$ cat config.mk
export PLATFORM = sky130hd
export DESIGN_NAME = mavs_ram
export DESIGN_NICKNAME = d
export VERILOG_FILES = /design/src/rtl/mavs_ram.sv
export SDC_FILE = /design/constraint.sdc
export NUM_CORES = 1
export LEC_CHECK = 0
export ABC_AREA = 1
export BUFFER_PORTS_ARGS = -buffer_cell sky130_fd_sc_hd__buf_2
export CAP_MARGIN = 15
export CORE_UTILIZATION = 61
export CTS_CLUSTER_DIAMETER = 40
export DETAILED_ROUTE_END_ITERATION = 10
export PLACE_DENSITY = 0.87
export SLEW_MARGIN = 30
export SYNTH_ARGS = -nofsm -noshare
export SYNTH_HDL_FRONTEND = slang
export SYNTH_SLANG_ARGS = --single-unit
$ cat constraint.sdc
create_clock -name clock -period 2.1 [get_ports clock]
set_clock_uncertainty 0.05 [all_clocks]
set_input_delay 0.42 -clock clock [delete_from_list [all_inputs] [get_ports clock]]
set_output_delay 0.42 -clock clock [all_outputs]
set_load 0.02 [all_outputs]
$ cat src/rtl/mavs_ram.sv
// Generic single write, single read RAM with registered read data.
// Standalone; no package needed.
module mavs_ram #(
   parameter int WIDTH = 8,
   parameter int DEPTH = 8
) (
   input  logic                                    clock,
   input  logic                                    wr_en,
   input  logic [((DEPTH > 1) ? $clog2(DEPTH) : 1)-1:0] wr_addr,
   input  logic [WIDTH-1:0]                        wr_data,
   input  logic [((DEPTH > 1) ? $clog2(DEPTH) : 1)-1:0] rd_addr,
   output logic [WIDTH-1:0]                        rd_data
);

   logic [WIDTH-1:0] mem [DEPTH];
   logic [WIDTH-1:0] rd_data_ff;

   always_ff @(posedge clock) begin
      if (wr_en) begin
         mem[wr_addr] <= wr_data;
      end
      rd_data_ff <= mem[rd_addr];
   end

   assign rd_data = rd_data_ff;

endmodule

======== Yosys cells after proc, flatten, opt, wreduce, memory -nomap -nowiden ========
Memory sizes are Yosys's and may differ from the RTL's. A register that Yosys moved wholly into a read port is not among the register bits.
Cells that the tools add are included.
Widths: inputs -> output; s select.
cells by class
  multiplexer cells ....................... 2
operators by type and width
  kind    number
  $mux 1  2
storage, ports and cells
  bits in registers ....................... 0
  memory bits (writable) .................. 64
  bits of input ports ..................... 16
  output and inout port bits .............. 8
  word-level logic and storage cells ...... 3
  memories ................................ 1
memory list
  memory  depth  width  read ports  clocked after memory_dff  write ports  RTL line  RTL
  mem     8      8      1           1                         1            15        logic [WIDTH-1:0] mem [DEPTH];

======== Logic depth before layout (Yosys ltp) ========
Gate-level depths: netlist (run 1).
  depth after elaboration ................. 2
  gate-level depth with buffers ........... 8
  gate-level depth less buffers ........... 6

======== Least setup slack after synthesis (run 1) ========
Ideal clock, no wire load.
  kind .................................... input to register
  start point ............................. input wr_addr[0] (netlist name)
  end point ............................... memory mem[0][0], enable pin
  library setup time ...................... 0.370 ns
  arrival time ............................ 0.925 ns
  required time ........................... 1.680 ns
  path slack .............................. 0.755 ns
  stages on the path ...................... 3
  path buffers ............................ 0
  cells stage by stage .................... inv_1 nand2_1 nor2_1
RTL lines
  what                RTL line  RTL
  start: declaration  9         input logic [((DEPTH > 1) ? $clog2(DEPTH) : 1)-1:0] wr_addr,
  end: declaration    15
No word-level cell before the write port.

======== Worst setup path in the final report (run 1) ========
  start point ............................. register rd_data_ff[6], in the netlist rd_data[6] (read register of mem)
  end point ............................... output rd_data[6]
RTL lines
  what                RTL line  RTL
  start: declaration  16        logic [WIDTH-1:0] rd_data_ff;
  end: declaration    12        output logic [WIDTH-1:0] rd_data
No word-level cell between the ends.

==> metrics.cfg, run 1 <==
[finish]
diodes = 0
drive_gt1_share_pct = 14.4
final_common_cell = nand2_1
final_cell_mix = nand2_1 (110), inv_1 (68), edfxtp_1 (64)
post-route-cell-area_um2 = 3390
fin_nets = 351
syn_to_final_growth_pct = 11.2
utilization_pct = 71.3

[synthesis]
synth-simple-area-share_pct = 19.8
synth_top_family_by_area = simple AND/OR/NAND/NOR gates
yosysUniqueCellTypes = 11
synth-adder-area-share_pct = 0
synth_xor_area_share_pct = 0
syn-num-nets = 319
yosys_warnings = 0
synthMuxAreaShare_pct = 0
synth_compound_area_share_pct = 0
yosys_register_bits = 72
synthCells = 303
syn_area_um2 = 3050
synth.avg_cell_area_um2 = 10.1
ys_seq_area_share_pct = 68.3

[global_routing]
groute.usage.overall_pct = 24.7
globalRouteOverflowTotal = 0
antenna_found_initial = 0
grt_pass1_wl_mm = 8.91
grt_max_degree = 33
grt_pass1_vias = 1850

[worst_setup_path]
cp_num_buf_inv = 1
startpoint_type = flop
rrSetupSlack_ns = 1.19
critical-path-top-delay-family = flip-flops
required_ns = 1.63
criticalPathCategory = flop to primary output
r2r.worst_path.cells = 6
slowest_stage = dfxtp_1
arrival_ns = 0.87
rr_endpoint = rd_data[7]$_DFF_P_
path_max_fanout = 1
critPathCaptureType = primary output
r2r-start = mem[2][7]$_DFFE_PP_
path_cells = buf_2
max_stage_delay_ns = 0.35

[hold_path]
min_to = mem[5][1]$_DFFE_PP_
worstHoldStart = wr_data[1]
hold_path_class = input port to flop
whs_path_depth = 1

[pwr]
ir_worst_vdd_uv = 508
pwr_density_cell_nw_per_um2 = 824
p_int_mw = 2.14
p_leak_nw = 1.62
clockPowerShare_pct = 34.0
switching_share_pct = 23.4
seq_power_share_pct = 58.3
pwr-share-comb_pct = 7.7
p_sw_mw = 0.654

[detailed_routing]
via_per_inst = 4.89
dr.max_layer_used = met4
wl_met2_mm = 2.74
firstDrtPassIters = 5
ant_nets = 0
drt_drc_violations_left = 0
routedWlPerCell_um = 13.6
wl_met1_mm = 2.31
wl_mm = 5.56
vias = 1992
wl_met3_um = 364
dr.first_iter.drc_count = 149

[run]
maxCapViolCount = 0

[cts]
cts-htree-levels = 3
post_cts_buffers = 0
hold_buffers = 0
clk_pin_slew_ns = 0.08
clock_latency_ns = 0.34
cts_sinks = 72
cts_tree = yes
root_buffer = clkbuf_8
cts_made_buffers = 9
cts_resized = 0
clk_path_buf_depth = 2

[die]
die-area_um2 = 5290
core_area_um2 = 4750
fp.dieW_um = 72.7
die_h_um = 72.7
row_count = 25
start_util_pct = 64.2
ios = 24

[timing]
relSlewSlack_pct = 74.3
maxSlewViolCount = 0
finalSetupViolations = 0
fin_crit_sh_pct = 63.6
max_slew.worst_pin.slew_ns = 0.385
fmax_mhz = 749
hold_viol_final = 0
fin_setup_tns_ns = 0
period_needed_ns = 1.34
rsz0062_at_grt = false

[placement]
port_buffers = 23
gp_congestion = 0.772
hpwlAfterDp_mm = 3.38
placed_area_um2 = 3220

[status]
status = finished, final reports clean

## state kept, by name, indices dropped and copies added (netlist names)
register	flops
mem	64
rd_data	8
## final cells by class
class                   instances  area (um2)
repair buffers                 32         183
clock inverters                 5        32.5
multi-input cells             150         603
clock buffers                  11         141
inverters                      70         265
well taps                      67        83.8
fillers                       347        1360
flip-flops and latches         72        2080
## how the worst max path moves through the flow
stage | from | endpoint | slack [ns] | cells past startpoint
final | rd_data[6]$_DFF_P_ | rd_data[6] | 0.76 | 1
after global routing | rd_data[6]$_DFF_P_ | rd_data[6] | 0.74 | 1
after CTS | rd_data[6]$_DFF_P_ | rd_data[6] | 0.76 | 1
after detailed placement | rd_addr[0] | rd_data[7]$_DFF_P_ | 0.54 | 7
after global placement | rd_addr[0] | rd_data[2]$_DFF_P_ | 0.61 | 7
after floorplan | wr_addr[0] | mem[0][0]$_DFFE_PP_ | 0.76 | 3
## kinds of logic after synthesis
logic type,Yosys count
AND/OR/NAND/NOR,150
buffers and inverters,81
flip-flops,72
## routing by layer
| layer | GRT usage (%) | up-vias |
|---|---|---|
| met5 | 0 | - |
| met4 | 13.7 | 0 |
| met3 | 6.63 | 9 |
| met2 | 39.4 | 68 |
| met1 | 30.8 | 920 |
| li1 | - | 995 |
## synthesized netlist by cell type
cell | number | area, um2
inv_2 | 1 | 3.75
edfxtp_1 | 64 | 1920
inv_1 | 68 | 255
nand2_1 | 110 | 413
nand3_1 | 32 | 160
nor2_1 | 8 | 30.0
dfxtp_1 | 8 | 160
buf_2 | 2 | 10.0
inv_4 | 1 | 6.26
buf_4 | 3 | 22.5
buf_6 | 6 | 67.6
## power by group through the flow
stage	combinational (mW)	clock [mW]	sequential, mW
2_1_floorplan	0.128	0	1.68
3_5_place_dp	0.216	0	1.66
6_report	0.216	0.950	1.63
3_3_place_gp	0.208	0	1.66
4_1_cts	0.217	0.974	1.63
5_1_grt	0.242	1.03	1.63
## through the flow
step           power, mW  setup slack (ns)  hold slack [ns]  cells
6_report            2.80             0.764            0.291    407
2_1_floorplan       1.81             0.755            0.469    303
3_5_place_dp        1.88             0.540            0.569    391
5_1_grt             2.91             0.743            0.271    407
4_1_cts             2.82             0.757            0.268    407
3_3_place_gp        1.87             0.614            0.558    391
(Power assumes the default switching activity.)
==> run 2: changes to the inputs <==
CORE_UTILIZATION = 53   (was 61)
PLACE_DENSITY = 0.81   (was 0.87)
clock period = 1.1 ns   (was 2.1 ns; I/O delays follow)
==> run 2 against run 1 <==
Compared with the run above: flip-flop and latch count is the same; hold slack worse by 0.20 ns; clock power up 140%; register-to-register slack lost 1.0 ns; largest cell class unchanged; die area is 15% higher; non-clock buffer count up 6; global-route usage is 2.6 points lower; first-iteration DRC count is 23% lower; sequential power grew 91%; via count grew 0.80%; combinational power increased by 110%; routed wire length rose by 2.4%.
==> metrics.cfg, run 2 (synthesized netlist as in run 1, its figures left out) <==
[status]
status = finished, final reports clean

[cts]
clk_path_buf_depth = 2
clk_pin_slew_ns = 0.08
root_buffer = clkbuf_8
cts_tree = yes
post_cts_buffers = 0
clock_latency_ns = 0.34
hold_buffers = 0
cts-htree-levels = 3
cts_made_buffers = 9
cts_sinks = 72

[die]
core_area_um2 = 5540
fp.dieW_um = 77.9
start_util_pct = 55.1
die-area_um2 = 6060
die_h_um = 77.9
row_count = 27
ios = 24

[timing]
fmax_mhz = 932
maxSlewViolCount = 0
fin_crit_sh_pct = 97.5
period_needed_ns = 1.07
fin_setup_tns_ns = 0
finalSetupViolations = 0
max_slew.worst_pin.slew_ns = 0.322
relSlewSlack_pct = 78.5
setup_ws_ns = 0.0271
hold_viol_final = 0
rsz0062_at_grt = false

[global_routing]
globalRouteOverflowTotal = 0
antenna_found_initial = 0
grt_pass1_vias = 1899
grt_pass1_wl_mm = 9.44
grt_max_degree = 33
groute.usage.overall_pct = 22.1

[finish]
drive_gt1_share_pct = 17.3
largest_reg_flops = 64
syn_to_final_growth_pct = 16.4
fin_nets = 357
diodes = 0
utilization_pct = 64.1
final_cell_mix = nand2_1 (110), inv_1 (68), edfxtp_1 (64)
fin_cells = 418
post-route-cell-area_um2 = 3550
regMostFlops = mem
final_common_cell = nand2_1

[pwr]
ir_worst_vdd_uv = 1180
pwr_density_cell_nw_per_um2 = 1650
p_leak_nw = 1.67

[worst_setup_path]
max_stage_delay_ns = 0.35
cp_num_buf_inv = 1
rrSetupSlack_ns = 0.15
startpoint_type = flop
r2r-start = mem[2][3]$_DFFE_PP_
worstSetupStartpoint = rd_data[4]$_DFF_P_
path_cells = buf_6
arrival_ns = 0.80
critical-path-top-delay-family = flip-flops
path_max_fanout = 1
slowest_stage = dfxtp_2
criticalPathCategory = flop to primary output
required_ns = 0.83
critPathCaptureType = primary output

[hold_path]
worstHoldStart = wr_data[4]
hold_path_class = input port to flop

[detailed_routing]
wl_mm = 5.69
via_per_inst = 4.80
routedWlPerCell_um = 13.6
firstDrtPassIters = 4
vias = 2008
drt_drc_violations_left = 0
ant_nets = 0
dr.first_iter.drc_count = 115

[placement]
placed_area_um2 = 3300
hpwlAfterDp_mm = 3.69
port_buffers = 23
gp_congestion = 0.865
placed_cells = 402
place_ws_ns = -0.0626

[run]
maxCapViolCount = 0

[run 2: cell count changes in the layout (fill, tap and decap cells not counted), sizes merged]
cell      delta
clkinvlp     +3
buf          +6
bufinv       +2
clkinv       -4
clkbuf       -2
inv          +1
[run 2: final cells by class]
cell class	instances	area, um2
clock buffers	9	124
clock inverters	7	95.1
fillers	468	1990
inverters	70	265
multi-input cells	150	608
flip-flops and latches	72	2090
well taps	72	90.1
repair buffers	38	282
[run 2: timing repair]
| action | 4_1_cts | 5_1_grt |
|---|---|---|
| pin swaps | 0 | 0 |
| resized for setup | 3 | 10 |
| setup endpoints to repair | 1 | 6 |
[run 2: path summary, 6_finish.rpt]
path | endpoint | depth (start not counted)
max reg2reg | rd_data[3]$_DFF_P_ | 6
min | mem[0][4]$_DFFE_PP_ | 1
max | rd_data[4] | 1
min reg2reg | rd_data[7]$_DFF_P_ | 6
[run 2: stage by stage]
step | hold WS [ns] | power, mW
floorplan | 0.269 | 3.45
global placement | 0.441 | 3.59
detailed placement | 0.442 | 3.61
CTS | 0.0809 | 5.86
global route | 0.0885 | 6.05
finish | 0.0928 | 5.86
[run 2: per-layer routing]
layer / wire, um / global-route usage, %
met5: 0 / 0
met4: 130 / 8.49
met3: 368 / 6.71
met2: 2870 / 36.7
met1: 2320 / 27.0
[run 2: where the power goes]
part | total [mW] | internal, mW | switching (mW)
Combinational | 0.460 | 0.169 | 0.291
Clock | 2.28 | 1.28 | 1.01
Sequential | 3.11 | 3.09 | 0.0285
==> run 3: changes to the inputs <==
BUFFER_PORTS_ARGS = not set   (was -buffer_cell sky130_fd_sc_hd__buf_2)
CORE_UTILIZATION = 56   (was 53)
DONT_BUFFER_PORTS = 1   (was not set)
PLACE_DENSITY = 0.8   (was 0.81)
==> run 3 against run 2 <==
Compared with the run above: clock power grew 7%; register-to-register slack got worse by 0.02 ns; critical path type unchanged; worst setup slack better by 0.021 ns; hold slack got worse by 0.021 ns; count of clock-buffer cells in the layout did not move; largest power group unchanged; combinational power down 26%; flip-flop and latch count did not move; largest cell class unchanged; critical endpoint is now rd_data[6]; routed wire length is 16% higher; maximum frequency rose by 2.0%.
==> metrics.cfg, run 3 (synthesized netlist as in run 1, its figures left out) <==
[pwr]
p_leak_nw = 1.59
ir_worst_vdd_uv = 1290
power_mw = 5.94
pwr_density_cell_nw_per_um2 = 1720

[die]
die-area_um2 = 5750
fp.dieW_um = 75.8
ios = 24
start_util_pct = 59.0
die_h_um = 75.8
row_count = 26
core_area_um2 = 5170

[timing]
hold_ws_ns = 0.0722
fin_crit_sh_pct = 95.6
hold_viol_final = 0
fmax_mhz = 951
fin_setup_tns_ns = 0
max_slew.worst_pin.slew_ns = 0.444
setup_ws_ns = 0.0480
finalSetupViolations = 0
relSlewSlack_pct = 70.3
rsz0062_at_grt = false
maxSlewViolCount = 0
period_needed_ns = 1.05

[finish]
fin_cells = 398
regMostFlops = mem
final_cell_mix = nand2_1 (110), inv_1 (68), edfxtp_1 (64)
fill_cells = 373
fin_nets = 337
final_common_cell = nand2_1
drive_gt1_share_pct = 8.59
syn_to_final_growth_pct = 13.2
utilization_pct = 66.8
multi_input_comb_area_um2 = 608
largest_reg_flops = 64
regArea_um2 = 2080
post-route-cell-area_um2 = 3450

[hold_path]
hold_path_class = input port to flop

[worst_setup_path]
criticalPathCategory = flop to primary output
path_max_fanout = 1
critPathCaptureType = primary output
required_ns = 0.83
arrival_ns = 0.78
startpoint_type = flop

[cts]
clock_latency_ns = 0.35
post_cts_buffers = 0
cts_tree = yes
root_buffer = clkbuf_8
cts-htree-levels = 3
clk_path_buf_depth = 2
cts_sinks = 72
clk_pin_slew_ns = 0.08
cts_made_buffers = 9

[detailed_routing]
via_per_inst = 5.31
vias = 2114
wl_mm = 6.61
firstDrtPassIters = 5
drt_drc_violations_left = 0
routedWlPerCell_um = 16.6
ant_nets = 0
dr.first_iter.drc_count = 136

[global_routing]
antenna_found_initial = 2
groute.usage.overall_pct = 26.3
grt_pass1_vias = 2115
globalRouteOverflowTotal = 0
grt_pass1_wl_mm = 9.95
grt_max_degree = 34

[run]
maxCapViolCount = 0

[status]
status = finished, final reports clean

[placement]
placed_cells = 371
hpwlAfterDp_mm = 4.05
place_ws_ns = 0.0885
port_buffers = 0
placed_area_um2 = 3120
gp_congestion = 0.873

## run 3: path summary, 6_finish.rpt
kind                            start                 end  slack (ns)  cells after the start
hold / removal             rd_addr[1]  rd_data[0]$_DFF_P_        0.07                      4
setup / recovery   rd_data[6]$_DFF_P_          rd_data[6]        0.05                      0
setup reg to reg  mem[2][4]$_DFFE_PP_  rd_data[4]$_DFF_P_        0.13                      6
hold reg to reg   mem[1][0]$_DFFE_PP_  rd_data[0]$_DFF_P_        0.59                      6
## run 3: worst register-to-register path, cell delays in order (launching register included)
cell and delay [ns]:
edfxtp_1 0.38, inv_1 0.08, nand2_1 0.07, nand3_1 0.11, nand2_1 0.06, nand2_1 0.06, nand2_1 0.06
## run 3: per-layer routing
layer	up-vias	global-route usage, %	wire length, um
met1	991	28.7	2410
met5	-	0	0
met3	32	5.82	529
li1	969	-	-
met4	0	22.2	388
met2	122	43.8	3290
## run 3: area by class of cell
cell class              instances  area share (%)
well taps                      70            2.54
multi-input cells             150            17.6
clock buffers                   9            3.59
diodes                          2           0.145
inverters                      70            7.68
clock inverters                 7            3.19
repair buffers                 18            4.93
flip-flops and latches         72            60.3
## run 3: repair_timing
action,in CTS,in global routing
hold buffers,9,0
resized for setup,0,1
setup endpoints to repair,0,1
hold endpoints to repair,72,0
## run 3: where the power goes
part	internal (mW)	leakage (nW)	switching (mW)
logic	0.115	0.827	0.225
clock network	1.49	0.114	0.951
registers	3.09	0.649	0.0724
total	4.69	1.59	1.25
